### src/rtl/core/mbgr_pkg.sv
`default_nettype none

package mbgr_pkg;

  // Gesture state of the middle button.
  typedef enum logic [1:0] {
    ST_IDLE      = 2'd0,
    ST_UNDECIDED = 2'd1,
    ST_MIDDLE    = 2'd2,
    ST_ALT       = 2'd3
  } res_state_t;

  // Event kinds on the input channel.
  localparam logic [2:0] MODE_MID_PRESS   = 3'd0;
  localparam logic [2:0] MODE_MID_RELEASE = 3'd1;
  localparam logic [2:0] MODE_MOTION      = 3'd2;
  localparam logic [2:0] MODE_ENC_PRESS   = 3'd3;
  localparam logic [2:0] MODE_ENC_RELEASE = 3'd4;

  // Result targets.
  localparam logic [1:0] TGT_MIDDLE = 2'd0;
  localparam logic [1:0] TGT_ALT    = 2'd1;
  localparam logic [1:0] TGT_KEY    = 2'd2;

  localparam int unsigned THRESH_W   = 15;
  localparam logic [THRESH_W-1:0] THRESH_RESET = 15'd2;

  typedef struct packed {
    logic [1:0]  target;
    logic        pressed;
    logic [31:0] keycode;
    logic        last;
  } result_t;

  // Results produced by one input transaction, in order.
  typedef struct packed {
    logic [1:0] count;
    result_t    r0;
    result_t    r1;
  } res_bundle_t;

endpackage

`default_nettype wire

### src/rtl/core/mbgr_resolve.sv
`default_nettype none

module mbgr_resolve
  import mbgr_pkg::*;
(
  input  wire logic                clk,
  input  wire logic                rst_n,
  input  wire logic                accept,
  input  wire logic [2:0]          mode,
  input  wire logic                motion_is_xy,
  input  wire logic signed [15:0]  motion_value,
  input  wire logic [31:0]         encoder_keycode,
  input  wire logic [THRESH_W-1:0] threshold,
  output res_bundle_t              res
);

  res_state_t  state_r, state_nxt;
  logic        alt_r, alt_nxt;
  logic        key_down_r, key_down_nxt;
  logic [31:0] held_key_r, held_key_nxt;

  logic [16:0] ext;
  logic [16:0] mag;
  logic        over;

  // Magnitude of the motion in 17 bits so that the most negative count fits.
  assign ext  = {motion_value[15], motion_value};
  assign mag  = ext[16] ? (~ext + 17'd1) : ext;
  assign over = mag >= {2'b00, threshold};

  function automatic result_t mk(input logic [1:0] tgt, input logic prs,
                                 input logic [31:0] kc, input logic lst);
    result_t r;
    r.target  = tgt;
    r.pressed = prs;
    r.keycode = kc;
    r.last    = lst;
    return r;
  endfunction

  always_ff @(posedge clk) begin
    if (!rst_n) begin
      state_r    <= ST_IDLE;
      alt_r      <= 1'b0;
      key_down_r <= 1'b0;
      held_key_r <= 32'd0;
    end else if (accept) begin
      state_r    <= state_nxt;
      alt_r      <= alt_nxt;
      key_down_r <= key_down_nxt;
      held_key_r <= held_key_nxt;
    end
  end

  always_comb begin
    state_nxt    = state_r;
    alt_nxt      = alt_r;
    key_down_nxt = key_down_r;
    held_key_nxt = held_key_r;
    res          = '0;
    unique case (mode)
      MODE_MID_PRESS: begin
        state_nxt = ST_UNDECIDED;
      end
      MODE_MID_RELEASE: begin
        state_nxt = ST_IDLE;
        unique case (state_r)
          ST_UNDECIDED: begin
            res.count = 2'd2;
            res.r0    = mk(TGT_MIDDLE, 1'b1, 32'd0, 1'b0);
            res.r1    = mk(TGT_MIDDLE, 1'b0, 32'd0, 1'b1);
          end
          ST_MIDDLE: begin
            res.count = 2'd1;
            res.r0    = mk(TGT_MIDDLE, 1'b0, 32'd0, 1'b1);
          end
          ST_ALT: begin
            if (alt_r) begin
              alt_nxt   = 1'b0;
              res.count = 2'd1;
              res.r0    = mk(TGT_ALT, 1'b0, 32'd0, 1'b1);
            end
          end
          default: begin
          end
        endcase
      end
      MODE_MOTION: begin
        if (state_r == ST_UNDECIDED && motion_is_xy && over) begin
          state_nxt = ST_MIDDLE;
          res.count = 2'd1;
          res.r0    = mk(TGT_MIDDLE, 1'b1, 32'd0, 1'b1);
        end
      end
      MODE_ENC_PRESS: begin
        if (state_r == ST_UNDECIDED || state_r == ST_ALT) begin
          state_nxt    = ST_ALT;
          alt_nxt      = 1'b1;
          key_down_nxt = 1'b1;
          held_key_nxt = encoder_keycode;
          if (!alt_r) begin
            res.count = 2'd2;
            res.r0    = mk(TGT_ALT, 1'b1, 32'd0, 1'b0);
            res.r1    = mk(TGT_KEY, 1'b1, encoder_keycode, 1'b1);
          end else begin
            res.count = 2'd1;
            res.r0    = mk(TGT_KEY, 1'b1, encoder_keycode, 1'b1);
          end
        end else begin
          key_down_nxt = 1'b0;
        end
      end
      MODE_ENC_RELEASE: begin
        key_down_nxt = 1'b0;
        alt_nxt      = 1'b0;
        if (key_down_r && alt_r) begin
          res.count = 2'd2;
          res.r0    = mk(TGT_KEY, 1'b0, held_key_r, 1'b0);
          res.r1    = mk(TGT_ALT, 1'b0, 32'd0, 1'b1);
        end else if (key_down_r) begin
          res.count = 2'd1;
          res.r0    = mk(TGT_KEY, 1'b0, held_key_r, 1'b1);
        end else if (alt_r) begin
          res.count = 2'd1;
          res.r0    = mk(TGT_ALT, 1'b0, 32'd0, 1'b1);
        end
      end
      default: begin
      end
    endcase
  end

endmodule

`default_nettype wire

### src/rtl/core/mbgr_outq.sv
`default_nettype none

module mbgr_outq
  import mbgr_pkg::*;
#(
  parameter int unsigned DEPTH = 4
) (
  input  wire logic        clk,
  input  wire logic        rst_n,
  input  wire logic        push,
  input  wire res_bundle_t wr,
  output logic             room,
  output logic             out_valid,
  input  wire logic        out_ready,
  output result_t          out_res
);

  localparam int unsigned PTR_W = (DEPTH > 1) ? $clog2(DEPTH) : 1;
  localparam int unsigned CNT_W = $clog2(DEPTH + 1);
  localparam logic [PTR_W-1:0] LAST_PTR = PTR_W'(DEPTH - 1);
  localparam logic [CNT_W-1:0] ROOM_MAX = CNT_W'(DEPTH - 2);

  result_t          mem [DEPTH];
  logic [PTR_W-1:0] wr_ptr_r, rd_ptr_r, wr_ptr1;
  logic [CNT_W-1:0] count_r, count_nxt;
  logic [1:0]       push_n;
  logic             pop;

  function automatic logic [PTR_W-1:0] inc(input logic [PTR_W-1:0] p);
    return (p == LAST_PTR) ? '0 : p + PTR_W'(1);
  endfunction

  assign push_n    = push ? wr.count : 2'd0;
  assign pop       = out_valid && out_ready;
  assign wr_ptr1   = inc(wr_ptr_r);
  assign out_valid = count_r != '0;
  assign out_res   = mem[rd_ptr_r];
  assign room      = count_r <= ROOM_MAX;
  assign count_nxt = count_r + CNT_W'(push_n) - CNT_W'(pop);

  always_ff @(posedge clk) begin
    if (push_n != 2'd0) begin
      mem[wr_ptr_r] <= wr.r0;
    end
    if (push_n == 2'd2) begin
      mem[wr_ptr1] <= wr.r1;
    end
  end

  always_ff @(posedge clk) begin
    if (!rst_n) begin
      wr_ptr_r <= '0;
      rd_ptr_r <= '0;
      count_r  <= '0;
    end else begin
      count_r <= count_nxt;
      if (pop) begin
        rd_ptr_r <= inc(rd_ptr_r);
      end
      if (push_n == 2'd1) begin
        wr_ptr_r <= wr_ptr1;
      end else if (push_n == 2'd2) begin
        wr_ptr_r <= inc(wr_ptr1);
      end
    end
  end

  a_no_overflow: assert property (@(posedge clk) disable iff (!rst_n)
    count_r <= CNT_W'(DEPTH))
    else $error("output queue holds more results than it has entries");

  a_push_only_with_room: assert property (@(posedge clk) disable iff (!rst_n)
    (push_n != 2'd0) |-> room)
    else $error("results written into a full output queue");

  a_count_tracks: assert property (@(posedge clk) disable iff (!rst_n)
    (rst_n && !pop) |=> count_r == $past(count_r) + CNT_W'($past(push_n)))
    else $error("queue fill level lost track of written results");

endmodule

`default_nettype wire

### src/rtl/core/middle_button_gesture_resolver_core.sv
// A result is registered in the output queue when its input transaction is accepted.
// One input transaction per cycle while in_ready is high; the output queue drains one result
// per cycle while out_ready is high, so a tap or Alt plus key sends its two results in turn.
// in_ready drops only while the output queue cannot take two more results.
// Reset (rst_n low, synchronous) returns the gesture to idle, Alt and key up, the
// threshold to 2 and empties the output queue.
`default_nettype none

module middle_button_gesture_resolver_core
  import mbgr_pkg::*;
#(
  parameter int unsigned OUT_DEPTH = 4
) (
  input  wire logic               clk,
  input  wire logic               rst_n,
  // Input channel.
  input  wire logic               in_valid,
  output logic                    in_ready,
  input  wire logic [2:0]         in_mode,
  input  wire logic               in_motion_is_xy,
  input  wire logic signed [15:0] in_motion_value,
  input  wire logic [31:0]        in_encoder_keycode,
  // Result channel.
  output logic                    out_valid,
  input  wire logic               out_ready,
  output logic [1:0]              out_target,
  output logic                    out_pressed,
  output logic [31:0]             out_keycode,
  output logic                    out_last,
  // Configuration port.
  input  wire logic               psel,
  input  wire logic               penable,
  input  wire logic               pwrite,
  input  wire logic [2:0]         paddr,
  input  wire logic [31:0]        pwdata,
  output logic [31:0]             prdata,
  output logic                    pready
);

  // The single configuration register sits at word index zero; bits [1:0] of
  // the address are the byte offset and are not decoded.
  logic [THRESH_W-1:0] threshold_r;
  logic                cfg_wr;

  assign pready = 1'b1;
  assign cfg_wr = psel && penable && pwrite && pready;

  always_ff @(posedge clk) begin
    if (!rst_n) begin
      threshold_r <= THRESH_RESET;
    end else if (cfg_wr && !paddr[2]) begin
      threshold_r <= pwdata[THRESH_W-1:0];
    end
  end

  assign prdata = paddr[2] ? 32'd0 : {{(32 - THRESH_W){1'b0}}, threshold_r};

  // A transaction is taken whenever the queue has room for the worst case of
  // two results, so no event ever has to wait on the gesture logic itself.
  logic        accept;
  logic        room;
  res_bundle_t bundle;
  result_t     head;

  assign in_ready = room;
  assign accept   = in_valid && in_ready;

  // Gesture state machine: decides the results of each event in one pass.
  mbgr_resolve u_resolve (
    .clk             (clk),
    .rst_n           (rst_n),
    .accept          (accept),
    .mode            (in_mode),
    .motion_is_xy    (in_motion_is_xy),
    .motion_value    (in_motion_value),
    .encoder_keycode (in_encoder_keycode),
    .threshold       (threshold_r),
    .res             (bundle)
  );

  // Result queue: takes up to two results per cycle and hands them out in order.
  mbgr_outq #(
    .DEPTH (OUT_DEPTH)
  ) u_outq (
    .clk       (clk),
    .rst_n     (rst_n),
    .push      (accept),
    .wr        (bundle),
    .room      (room),
    .out_valid (out_valid),
    .out_ready (out_ready),
    .out_res   (head)
  );

  assign out_target  = head.target;
  assign out_pressed = head.pressed;
  assign out_keycode = head.keycode;
  assign out_last    = head.last;

endmodule

`default_nettype wire
### config.mk
export PLATFORM = sky130hd
export DESIGN_NAME = middle_button_gesture_resolver_core
export DESIGN_NICKNAME = d
export VERILOG_FILES = /design/src/rtl/core/mbgr_pkg.sv /design/src/rtl/core/mbgr_resolve.sv /design/src/rtl/core/mbgr_outq.sv /design/src/rtl/core/middle_button_gesture_resolver_core.sv
export SDC_FILE = /design/constraint.sdc
export NUM_CORES = 1
export LEC_CHECK = 0
export BUFFER_PORTS_ARGS = -buffer_cell sky130_fd_sc_hd__buf_4
export CAP_MARGIN = 5
export CORE_MARGIN = 5
export CORE_UTILIZATION = 40
export CTS_CLUSTER_DIAMETER = 200
export DETAILED_ROUTE_END_ITERATION = 12
export MAX_ROUTING_LAYER = met4
export PLACE_DENSITY = 0.65
export SLEW_MARGIN = 20
export SYNTH_ARGS = -nofsm -noshare
export SYNTH_HDL_FRONTEND = slang
export SYNTH_SLANG_ARGS = --single-unit
### constraint.sdc
create_clock -name clk -period 8.5 [get_ports clk]
set_input_delay 0.85 -clock clk [delete_from_list [all_inputs] [get_ports clk]]
set_output_delay 0.85 -clock clk [all_outputs]
set_load 0.005 [all_outputs]
# == Word-level counts from Yosys, hierarchy flattened ==
# Memories as Yosys holds them, arrays and structs flattened. A register that Yosys moved wholly into a read port is not among the register bits.
# Cells that the tools add are included.
# word_totals
ff_bits,58
mem_bits_rw,144
input_bits,94
out_inout_bits,71
wordCells,88
n_memories,1
# classes
addsub,6
n_lt_le_gt_ge,2
eq_ne,15
n_mux,34
bitwise,1
reduce_logical,21
# memory_table
name,words,word_bits,rd,rd_clocked_by_memory_dff,wr,line_no,text
u_outq.mem,4,36,1,1,2,mbgr_outq.sv:23,result_t mem [DEPTH];
# op_table
op,n
38-bit one-hot mux with 4 select lines,1
38-bit one-hot mux with 3 select lines,1
37-bit two-way mux,3
36-bit one-hot mux with 3 select lines,1
38-bit two-way mux,2
74-bit two-way mux,1
36-bit two-way mux,1
35-bit two-way mux,1
2-bit two-way mux,10
17-bit by 1-bit adder with 17-bit output (second input constant),1
17-bit by 15-bit greater-or-equal comparator with 1-bit output,1
17-bit two-way mux,1
17-bit NOT,1
15-bit two-way mux,1
2-bit equality test (second input constant),6
1-bit logical AND,8
1-bit two-way mux,8
2-bit one-hot mux with 4 select lines,1
4-bit AND reduction,2
2-bit by 1-bit adder with 2-bit output (second input constant),3
3-bit by 2-bit equality test with 1-bit output (second input constant),2
2-bit by 1-bit != test with 1-bit output (second input constant),3
2-bit nonzero test,3
3-bit nonzero test,2
14 further kinds,15

# == Longest topological paths before layout ==
# Gate-level depths: netlist of the first run.
# depth
depth_word,11
ltp_mapped,19
ltp_nobuf,18

# == By module ==
# Synthesis of the first run repeated with hierarchy kept, for this count alone.
# unflattened
hier_cells,886
area_unflattened_um2,11275.8
# by_module_without_submodules
module,n_inst,cells_each,area_per_inst_um2,seq_area_each_um2
mbgr_outq,1,418,7604.8,4504.3
mbgr_resolve,1,365,2791.4,720.7
middle_button_gesture_resolver_core,1,103,879.6,300.3

# == Least setup slack after synthesis of the first run ==
# No wires, ideal clock.
# synth_timing
path_type,input-to-reg
start,input in_motion_value[0]
end,memory u_outq.mem[1][0] (netlist name) (enable)
arrival_time_ns,6.419
t_required_ns,8.021
slack_ns,1.602
path_stages,13
path_buffers,0
path_cell_list,or4_4 > or2_4 > or3_4 > o41ai_2 > xnor2_1 > ha_1 > nand4_1 > nor4_1 > a32o_1 > o31ai_1 > or2_2 > ha_1 > o21ai_0
# synth_rtl
element,line_no,text
"start, declared",middle_button_gesture_resolver_core.sv:21,"input wire logic signed [15:0] in_motion_value,"
"end, declared",mbgr_outq.sv:23,

==> out/qor.json, run 1 <==
{
  "yosys.cell_types.count": 54,
  "path_max_fanout": 32,
  "timing.max_cap.violations": 0,
  "final_worst_path_period_share_pct": 71.8,
  "crit_buf_inv": 1,
  "layout.cells.most_common": "edfxtp_1",
  "drt_pre_antenna_iters": 5,
  "core_area_mm2": 0.0253,
  "clk_path_buf_depth": 3,
  "run_status": "finished clean",
  "routed_wl_mm": 25.9,
  "critical-path-top-delay-family": "simple AND/OR/NAND/NOR gates",
  "worstSetupEndpointType": "flop",
  "area.growth.synth_to_final_pct": 20.0,
  "timing_max_transition_violations_final": 0,
  "synth.avg_cell_area_um2": 12.1,
  "number_of_global_route_vias_before_repair": 7042,
  "htree_levels": 1,
  "final_cell_mix": "edfxtp_1 (144), buf_4 (136), a22o_1 (129)",
  "antenna_found_initial": 0,
  "hold_violations": 0,
  "ctsHoldBuffers": 0,
  "dieHeight_um": 170,
  "clk_latency_ps": 510,
  "peakVddDrop_uv": 118,
  "avgRoutedWirePerCell_um": 19.9,
  "layout_cells_sized_above_1_pct": 24.6,
  "power.density_cell_area_mw_per_mm2": 212,
  "timing.critical_path.slowest_stage_cell": "nor2_4",
  "period_needed_ps": 6100,
  "numCtsBuffers": 22,
  "fin_total_pwr_mw": 2.62,
  "grt_setup_unrepaired": "false",
  "postSynth.topFlopCell": "edfxtp_1",
  "worstPathCellList": "buf_4 -> or4_4 -> or4_1 -> o31ai_1 -> xnor2_1 -> ha_1 -> a2111oi_0 -> o21ai_0 -> a22o_1 -> o31ai_1 -> or2_2 -> ha_1 -> nand2_1 -> xor2_1 -> nor2_4 -> a22o_1",
  "final_core_util_pct": 48.9,
  "setup_viol": 0,
  "worst_setup_path_start_kind": "primary input",
  "synth_area_mm2": 0.0103,
  "max_clock_freq_mhz": 164,
  "timing.setup.critical_path_class": "primary input to flop",
  "final.fill_count": 2265,
  "final_antenna_violating_net_count": 0,
  "antennaDiodeCount": 0,
  "grt_remaining_overflow": 0,
  "post_drt_via_cell_ratio": 5.46,
  "grt_pass1_wl_mm": 39.8,
  "post_synthesis_async_set_or_reset_flop_share_pct": 0,
  "synth_seq_cells": 204,
  "worstPathRequired_ps": 8860,
  "clock-root-buffer": "clkbuf_16",
  "placementRows": 58,
  "globalRouteTotalUtil_pct": 17.9,
  "hpwlAfterDp_mm": 15.3,
  "cts.reportedPaths.clkPinSlew_ps": 60,
  "cts_num_sinks": 204,
  "detailedRoute.firstIterationViolations": 486,
  "drt_drc_violations_left": 0,
  "yosys_warnings": 0,
  "number_of_enable_flip_flop_cells_after_synthesis": 144,
  "fin_worst_skew_ps": 21.2,
  "cts_resized": 0,
  "post-synth-top-area-cell": "edfxtp_1",
  "most_area_consuming_cells_after_synthesis": "edfxtp_1 (42%), dfxtp_1 (12%), a22o_1 (11%), mux4_2 (7.9%), nand2_1 (4.2%)",
  "final.setup.tns_ps": 0,
  "nets": 1083,
  "design.portCount": 165,
  "relSlewSlack_pct": 23.1,
  "die_w_um": 170,
  "initial_utilization_pct": 40.7,
  "cellLeakagePower_nw": 4.55,
  "yosys.area.top_type_share_pct": 42.0,
  "place_congestion": 0.799,
  "largest_net_degree_at_the_start_of_global_routing": 59,
  "tritoncts": "yes",
  "tightestPinTransition_ps": 1150,
  "route.vias.total": 7115,
  "cts_setup_buffers": 0,
  "synth_sequential_area_ratio_pct": 53.7,
  "syn_inst": 852,
  "critical-path-max-stage-delay_ps": 890,
  "worst_ep_arrival_time_ps": 6460,
  "holdCritPathClass": "flop to flop",
  "io_buffer_count": 127,
  "full_die_area_mm2": 0.0290
}
==> worst paths after layout <==
path	slack, ps	from	endpoint	depth (start not counted)
hold / removal	470	threshold_r[6]	threshold_r[6]	2
setup reg to reg	3960	threshold_r[12]	u_outq.mem[2][5]	12
hold reg to reg	470	threshold_r[6]	threshold_r[6]	2
setup / recovery	2400	in_motion_value[8]	u_outq.mem[2][5]	16
==> Yosys cell counts, types with 2 or more instances <==
library cell / instances
a21boi_0: 49
a21oi_1: 24
a22o_1: 129
a22oi_1: 3
a31oi_1: 3
a32oi_1: 3
and2_1: 5
and3_1: 2
and4b_1: 2
buf_2: 3
buf_4: 18
clkbuf_1: 50
conb_1: 2
dfxtp_1: 60
edfxtp_1: 144
ha_1: 32
inv_1: 32
mux2_2: 4
mux4_2: 36
nand2_1: 116
nand2b_1: 3
nand3_1: 3
nand4_1: 2
nor2_1: 40
nor2b_1: 7
nor3_1: 3
nor4_1: 3
o211ai_1: 3
o21ai_0: 18
o21bai_1: 2
o31ai_1: 5
or2_2: 2
or3_1: 2
or4_1: 2
or4_4: 2
xnor2_1: 16
xor2_1: 5
==> power breakdown <==
group	internal (mW)	total, mW	switching [mW]
clock	0.655	1.05	0.393
sequential	1.07	1.09	0.0205
combinational	0.283	0.484	0.202
==> sequential cells by signal (all words and copies together), names as in the netlist, named ones only <==
signal,flops
threshold_r,15
u_resolve.key_down_r,1
u_outq.rd_ptr_r,2
u_resolve.state_r,2
u_resolve.alt_r,1
u_outq.count_r,3
u_resolve.held_key_r,32
u_outq.wr_ptr_r,2
u_outq.mem,144
==> tightest hold or removal path, delay by kind of cell, from the launching register on <==
family | cells | cell delay [ps]
AND/OR/NAND/NOR | 1 | 50
flip-flops | 1 | 310
AO/OA/AOI/OAI | 1 | 70
==> final cells by class <==
| type | count | area [um^2] | area share [%] |
|---|---|---|---|
| Clock buffer | 28 | 603 | 4.89 |
| Clock inverter | 12 | 196 | 1.59 |
| Inverter | 32 | 120 | 0.973 |
| Multi-Input combinational cell | 560 | 4460 | 36.1 |
| Sequential cell | 204 | 5530 | 44.8 |
| Tap cell | 330 | 413 | 3.35 |
| Timing Repair Buffer | 136 | 1020 | 8.27 |
==> logic make-up after synthesis <==
logic type,count (synthesis),synth area share [%]
compound gates,248,18.9
xor+xnor,21,1.79
fa+ha+maj,33,4.09
buf+inv,104,4.49
flops,204,53.7
mux,40,8.32
other cells,2,0.0730
simple gates,200,8.65
==> stage by stage <==
| stage | cells | setup slack [ps] | area (um^2) | hold slack (ps) |
|---|---|---|---|---|
| floorplan | 868 | 1600 | 10300 | 443 |
| global placement | 1262 | 1980 | 11500 | 453 |
| detailed placement | 1262 | 1920 | 11500 | 460 |
| CTS | 1302 | 2440 | 12300 | 469 |
| global route | 1302 | 1970 | 12300 | 488 |
| finish | 1302 | 2400 | 12300 | 469 |
==> routing by layer <==
layer / up-vias / track usage (%) / share of wire (%)
li1: 3418 / - / -
met1: 3426 / 23.1 / 42
met2: 233 / 30.1 / 49
met3: 38 / 2.72 / 6.6
met4: 0 / 4.17 / 1.7
met5: - / - / 0
Power figures use the tool's default switching activity.
==> run 2, diff against run 1 <==
ABC_AREA = 1   (was default)
PLACE_DENSITY = 0.67   (was 0.65)
clock period = 5.5 ns   (was 8.5 ns; I/O delays follow)
==> run 2 against run 1 <==
Effect of this change:
- cell area is 2.7% higher
- clock power up 30%
- hold slack got worse by 190 ps
- highest routed layer unchanged
==> out/qor.json, run 2 <==
{
  "area.growth.synth_to_final_pct": 16.8,
  "gr-usage-met2_pct": 31.4,
  "rrSetupSlack_ps": 2040,
  "tightestPinTransition_ps": 1070,
  "drt_drc_violations_left": 0,
  "cts_num_sinks": 204,
  "largest_register_ffs": 144,
  "numCtsBuffers": 22,
  "routed_wl_mm": 28.2,
  "full_die_area_mm2": 0.0305,
  "period_needed_ps": 4320,
  "place_ws_ps": 757,
  "globalRouteTotalUtil_pct": 18.3,
  "clk_latency_ps": 500,
  "fin_worst_skew_ps": 10.6,
  "use_met1_pct": 22.8,
  "tritoncts": "yes",
  "max_clock_freq_mhz": 232,
  "setup_viol": 0,
  "synth.avg_cell_area_um2": 8.77,
  "timing.max_cap.violations": 0,
  "post-synth-top-area-cell": "edfxtp_1",
  "worst_ep_arrival_time_ps": 4560,
  "worst_hold_slack_ps": 281,
  "syn_inst": 1238,
  "clk_path_buf_depth": 3,
  "worstRegToRegCells": 19,
  "hold_violations": 0,
  "worst_setup_path_start_kind": "primary input",
  "number_of_global_route_vias_before_repair": 8429,
  "nets": 1454,
  "crit_path_frequent_cell": "nand2_1",
  "crit_buf_inv": 6,
  "cellLeakagePower_nw": 4.81,
  "synth_seq_cells": 204,
  "grt_pass1_wl_mm": 43.9,
  "yosys.cell_types.count": 40,
  "yosys.area.top_type_share_pct": 39.8,
  "final_worst_path_period_share_pct": 78.5,
  "dieHeight_um": 175,
  "worstSetupEndpointType": "flop",
  "finalInstanceArea_mm2": 0.0127,
  "postPlaceCellArea_mm2": 0.0120,
  "detailedRoute.firstIterationViolations": 607,
  "leading_cell_type_by_number_of_instances_after_synthesis": "nand2_1",
  "synth_area_mm2": 0.0109,
  "post_drt_via_cell_ratio": 5.17,
  "antennaDiodeCount": 0,
  "reg.largest.list": "u_outq.mem (144), u_resolve.held_key_r (32), threshold_r (15)",
  "final_cell_mix": "nand2_1 (211), o21ai_0 (185), nor2_1 (181)",
  "number_of_enable_flip_flop_cells_after_synthesis": 144,
  "timing.critical_path.slowest_stage_cell": "buf_4",
  "hold_depth": 3,
  "place_congestion": 0.839,
  "relSlewSlack_pct": 28.6,
  "timing.setup.critical_path_class": "primary input to flop",
  "die_w_um": 175,
  "layout.cells.most_common": "nand2_1",
  "initial_utilization_pct": 40.5,
  "synth_sequential_area_ratio_pct": 50.9,
  "peakVddDrop_uv": 164,
  "placementRows": 60,
  "clock-root-buffer": "clkbuf_16",
  "final_core_util_pct": 47.3,
  "grt_setup_unrepaired": "false",
  "timing.hold.worst.start": "pwdata[1]",
  "critical-path-max-stage-delay_ps": 630,
  "post_synthesis_async_set_or_reset_flop_share_pct": 0,
  "yosys_warnings": 0,
  "htree_levels": 1,
  "reg2reg_to": "u_outq.mem[1][35]",
  "avgRoutedWirePerCell_um": 16.8,
  "drt_pre_antenna_iters": 6,
  "path_max_fanout": 70,
  "globalRoute.busiestLayer": "met2",
  "synth_top_cells_by_count": "nand2_1 (215), o21ai_0 (189), nor2_1 (181), edfxtp_1 (144), o21ai_1 (87)",
  "regMostFlops": "u_outq.mem",
  "cts.reportedPaths.clkPinSlew_ps": 60,
  "holdCritPathClass": "primary input to flop",
  "final.setup.tns_ps": 0,
  "most_area_consuming_cells_after_synthesis": "edfxtp_1 (40%), dfxtp_1 (11%), o21ai_0 (8.7%), nand2_1 (7.4%), nor2_1 (6.3%)",
  "hpwlAfterDp_mm": 17.0,
  "ctsHoldBuffers": 0,
  "cts_resized": 0,
  "final_antenna_violating_net_count": 0,
  "r2r_start": "threshold_r[8]",
  "min_delay_worst_endpoint": "threshold_r[1]",
  "power.density_cell_area_mw_per_mm2": 328,
  "postSynth.topFlopCell": "edfxtp_1",
  "run_status": "finished clean",
  "globalRouteMet3Util_pct": 2.49,
  "worstPathRequired_ps": 5740,
  "largest_net_degree_at_the_start_of_global_routing": 74,
  "design.portCount": 165,
  "grt_remaining_overflow": 0,
  "critical-path-top-delay-family": "simple AND/OR/NAND/NOR gates",
  "final.fill_count": 2483,
  "cts_setup_buffers": 0,
  "io_buffer_count": 127,
  "route.vias.total": 8704,
  "layout_cells_sized_above_1_pct": 17.9,
  "timing_max_transition_violations_final": 0,
  "core_area_mm2": 0.0268,
  "postLayoutSetupSlackWorst_ps": 1180,
  "antenna_found_initial": 0
}
## run 2: changes by cell type in the layout (fill, tap and decap cells not counted), sizes merged, moves of 8 or more
cell	delta
mux4	-36
nand2	+111
o22ai	+36
xnor2	-10
inv	+39
a22o	-97
o21ai	+258
buf	+8
a21boi	-49
nor2	+147
## run 2: layout make-up
class / instances / area [um^2] / share of cell area, %
Timing Repair Buffer: 144 / 1110 / 8.73
Tap cell: 341 / 427 / 3.37
Multi-Input combinational cell: 884 / 4690 / 37.0
Sequential cell: 204 / 5530 / 43.6
Clock buffer: 30 / 612 / 4.83
Clock inverter: 9 / 45.0 / 0.355
Inverter: 71 / 267 / 2.10
## run 2: cell families after synthesis
group	synth area share, %
xor gates and xnor gates	1.29
buffers and inverters	6.91
other	0.0692
AOI/OAI and AO/OA	20.7
and+or+nand+nor	16.2
adders and majority gates	3.87
DFF	50.9
## run 2: worst register-to-register path, cell delays in order (launching register included)
cell and delay [ps]:
dfxtp_1 310, inv_1 70, ha_1 300, nand2_1 90, nor3_1 180, o21ai_0 110
nand2_1 70, nand2_1 50, nand2_1 60, nand2_1 50, nand2_1 120, nand3_1 120
nand2_1 180, nand2_1 130, ha_1 290, nand2_2 120, buf_4 630, inv_1 150
nand2_1 120, o21ai_1 70
## run 2: worst max path at each step
stage                                  start                 to  slack [ps]  cells after the start
after floorplan           in_motion_value[0]   u_outq.mem[0][0]        -400                     22
after global placement    in_motion_value[0]  u_outq.mem[0][26]         850                     24
after detailed placement  in_motion_value[0]  u_outq.mem[1][35]         760                     27
after CTS                 in_motion_value[0]  u_outq.mem[1][35]        1280                     27
after global routing      in_motion_value[0]  u_outq.mem[1][35]         740                     26
final                     in_motion_value[0]  u_outq.mem[1][35]        1180                     27
## run 2: stage by stage
stage | power (mW) | std cells
finish | 4.15 | 1683
global route | 4.38 | 1683
CTS | 4.20 | 1683
detailed placement | 2.84 | 1644
global placement | 2.83 | 1644
floorplan | 2.30 | 1254
## run 2: power by group
part,internal (mW),switching (mW)
clock,0.778,0.579
combinational,0.478,0.636
sequential,1.66,0.0181
## run 2: routing by layer
layer  wire length [um]  share of wire, %  vias up
met1              12400                44     3958
li1                   -                 -     4403
met3               1760               6.2       48
met4                559               2.0        0
met5                  0                 0        -
met2              13500                48      295
==> run 3, diff against run 2 <==
PLACE_DENSITY = 0.65   (was 0.67)
clock period = 4.4 ns   (was 5.5 ns; I/O delays follow)
==> run 3 against run 2 <==
Effect of this change:
- global-route usage grew 0.45 points
- total power grew 32%
- via count grew 1.9%
- final cell count grew 1.0%
- clock power grew 46%
- critical path type unchanged
- highest routed layer unchanged
==> out/qor.json, run 3 (same netlist as run 2, synthesis figures left out) <==
{
  "globalRouteTotalUtil_pct": 18.7,
  "holdCritPathClass": "primary input to flop",
  "finalInstanceArea_mm2": 0.0130,
  "grt_pass1_wl_mm": 45.5,
  "avgRoutedWirePerCell_um": 16.7,
  "final_antenna_violating_net_count": 0,
  "power.density_cell_area_mw_per_mm2": 422,
  "worstPathCellList": "buf_4 -> inv_1 -> ha_1 -> inv_1 -> nor3_1 -> inv_1 -> nor3_1 -> nand3_1 -> o31ai_1 -> xnor2_1 -> ha_1 -> nand2_1 -> nor2_1 -> a211oi_1 -> nand2_1 -> nand2_1 -> nand2_1 -> nand3_1 -> nand2_1 -> nand2_1 -> ha_1 -> nand2_2 -> o21ai_4 -> buf_4",
  "routed_wl_mm": 28.3,
  "peakVddDrop_uv": 276,
  "htree_levels": 1,
  "area.growth.synth_to_final_pct": 19.9,
  "setup_viol": 0,
  "cellLeakagePower_nw": 4.97,
  "path_max_fanout": 6,
  "reg2reg_to": "u_outq.mem[1][20]",
  "dieHeight_um": 175,
  "layout.cells.most_common": "nand2_1",
  "grt_remaining_overflow": 0,
  "final_worst_path_period_share_pct": 85.5,
  "relSlewSlack_pct": 33.7,
  "timing.critical_path.slowest_stage_cell": "ha_1",
  "crit_start": "in_motion_value[0]",
  "post_drt_via_cell_ratio": 5.22,
  "final_core_util_pct": 48.6,
  "ctsHoldBuffers": 0,
  "critical-path-max-stage-delay_ps": 290,
  "min_delay_worst_endpoint": "threshold_r[1]",
  "postPlaceCellArea_mm2": 0.0122,
  "placementRows": 60,
  "worst_ep_arrival_time_ps": 3970,
  "nets": 1468,
  "layout_cells_sized_above_1_pct": 18.9,
  "design.portCount": 165,
  "largest_register_ffs": 144,
  "timing.hold.worst.start": "pwdata[1]",
  "timing.setup.critical_path_class": "primary input to flop",
  "grt_setup_unrepaired": "false",
  "timing.max_cap.violations": 0,
  "reg.largest.list": "u_outq.mem (144), u_resolve.held_key_r (32), threshold_r (15)",
  "regMostFlops": "u_outq.mem",
  "worst_setup_path_start_kind": "primary input",
  "rrSetupSlack_ps": 1440,
  "number_of_global_route_vias_before_repair": 8702,
  "worstPathRequired_ps": 4610,
  "hold_violations": 0,
  "run_status": "finished clean",
  "clk_path_buf_depth": 3,
  "r2r_start": "threshold_r[8]",
  "final_cell_mix": "nand2_1 (211), o21ai_0 (185), nor2_1 (181)",
  "detailedRoute.firstIterationViolations": 538,
  "die_w_um": 175,
  "fin_worst_skew_ps": 23.0,
  "clk_latency_ps": 510,
  "crit_path_frequent_cell": "nand2_1",
  "final.fill_count": 2466,
  "drt_drc_violations_left": 0,
  "max_clock_freq_mhz": 266,
  "hold_depth": 3,
  "initial_utilization_pct": 40.5,
  "clock-root-buffer": "clkbuf_16",
  "io_buffer_count": 127,
  "cts_num_sinks": 204,
  "cts_setup_buffers": 0,
  "drt_pre_antenna_iters": 7,
  "period_needed_ps": 3760,
  "place_congestion": 0.812,
  "tritoncts": "yes",
  "cts_resized": 0,
  "antenna_found_initial": 1,
  "core_area_mm2": 0.0268,
  "route.vias.total": 8870,
  "worstSetupEndpointType": "flop",
  "worstRegToRegCells": 16,
  "largest_net_degree_at_the_start_of_global_routing": 73,
  "cts.reportedPaths.clkPinSlew_ps": 60,
  "numCtsBuffers": 23,
  "full_die_area_mm2": 0.0305,
  "tightestPinTransition_ps": 993,
  "timing_max_transition_violations_final": 0,
  "hpwlAfterDp_mm": 17.9
}
-- run 3: metal layers --
layer  global-route usage, %  routed length (um)
met1                    23.5               12300
met2                    31.6               13500
met3                    2.92                1850
met4                    5.24                 624
met5                       -                   0
-- run 3: layout make-up --
class                   count  area [um^2]  share of cell area [%]
diodes                      1         2.50                  0.0192
clock buffers              28          614                    4.72
clock inverters            14          170                    1.31
inverters                  71          267                    2.05
multi-input cells         884         4690                    36.1
flip-flops and latches    204         5530                    42.5
well taps                 341          427                    3.28
repair buffers            157         1320                    10.1
-- run 3: worst max-delay path by stage --
stage	cells after the start	end	slack [ps]
after floorplan	22	u_outq.mem[0][0]	-430
after global placement	24	u_outq.mem[1][22]	150
after detailed placement	24	u_outq.mem[1][22]	120
after CTS	24	u_outq.mem[1][20]	630
after global routing	25	u_outq.mem[1][16]	220
final	24	u_outq.mem[1][20]	640
-- run 3: report_power, final --
part	internal, mW	switching, mW
Clock	1.23	0.765
Combinational	0.604	0.797
Sequential	2.08	0.0238
-- run 3: worst max-delay path: cells and delay by family --
family,cells,cell delay [ps]
buffers and inverters,5,560
AO/OA/AOI/OAI,3,620
AND/OR/NAND/NOR,12,1460
XOR/XNOR,1,160
adder cells (fa/ha/maj),3,700
-- run 3: per-stage QoR --
stage               setup WS, ps  hold slack, ps  instances  total power, mW  setup TNS (ps)
global route                 220             137       1700             5.78               0
detailed placement           119             473       1657             3.57               0
finish                       639             142       1700             5.50               0
CTS                          628             129       1699             5.55               0
floorplan                   -429             449       1254             2.88          -61840
global placement             150             477       1657             3.55               0
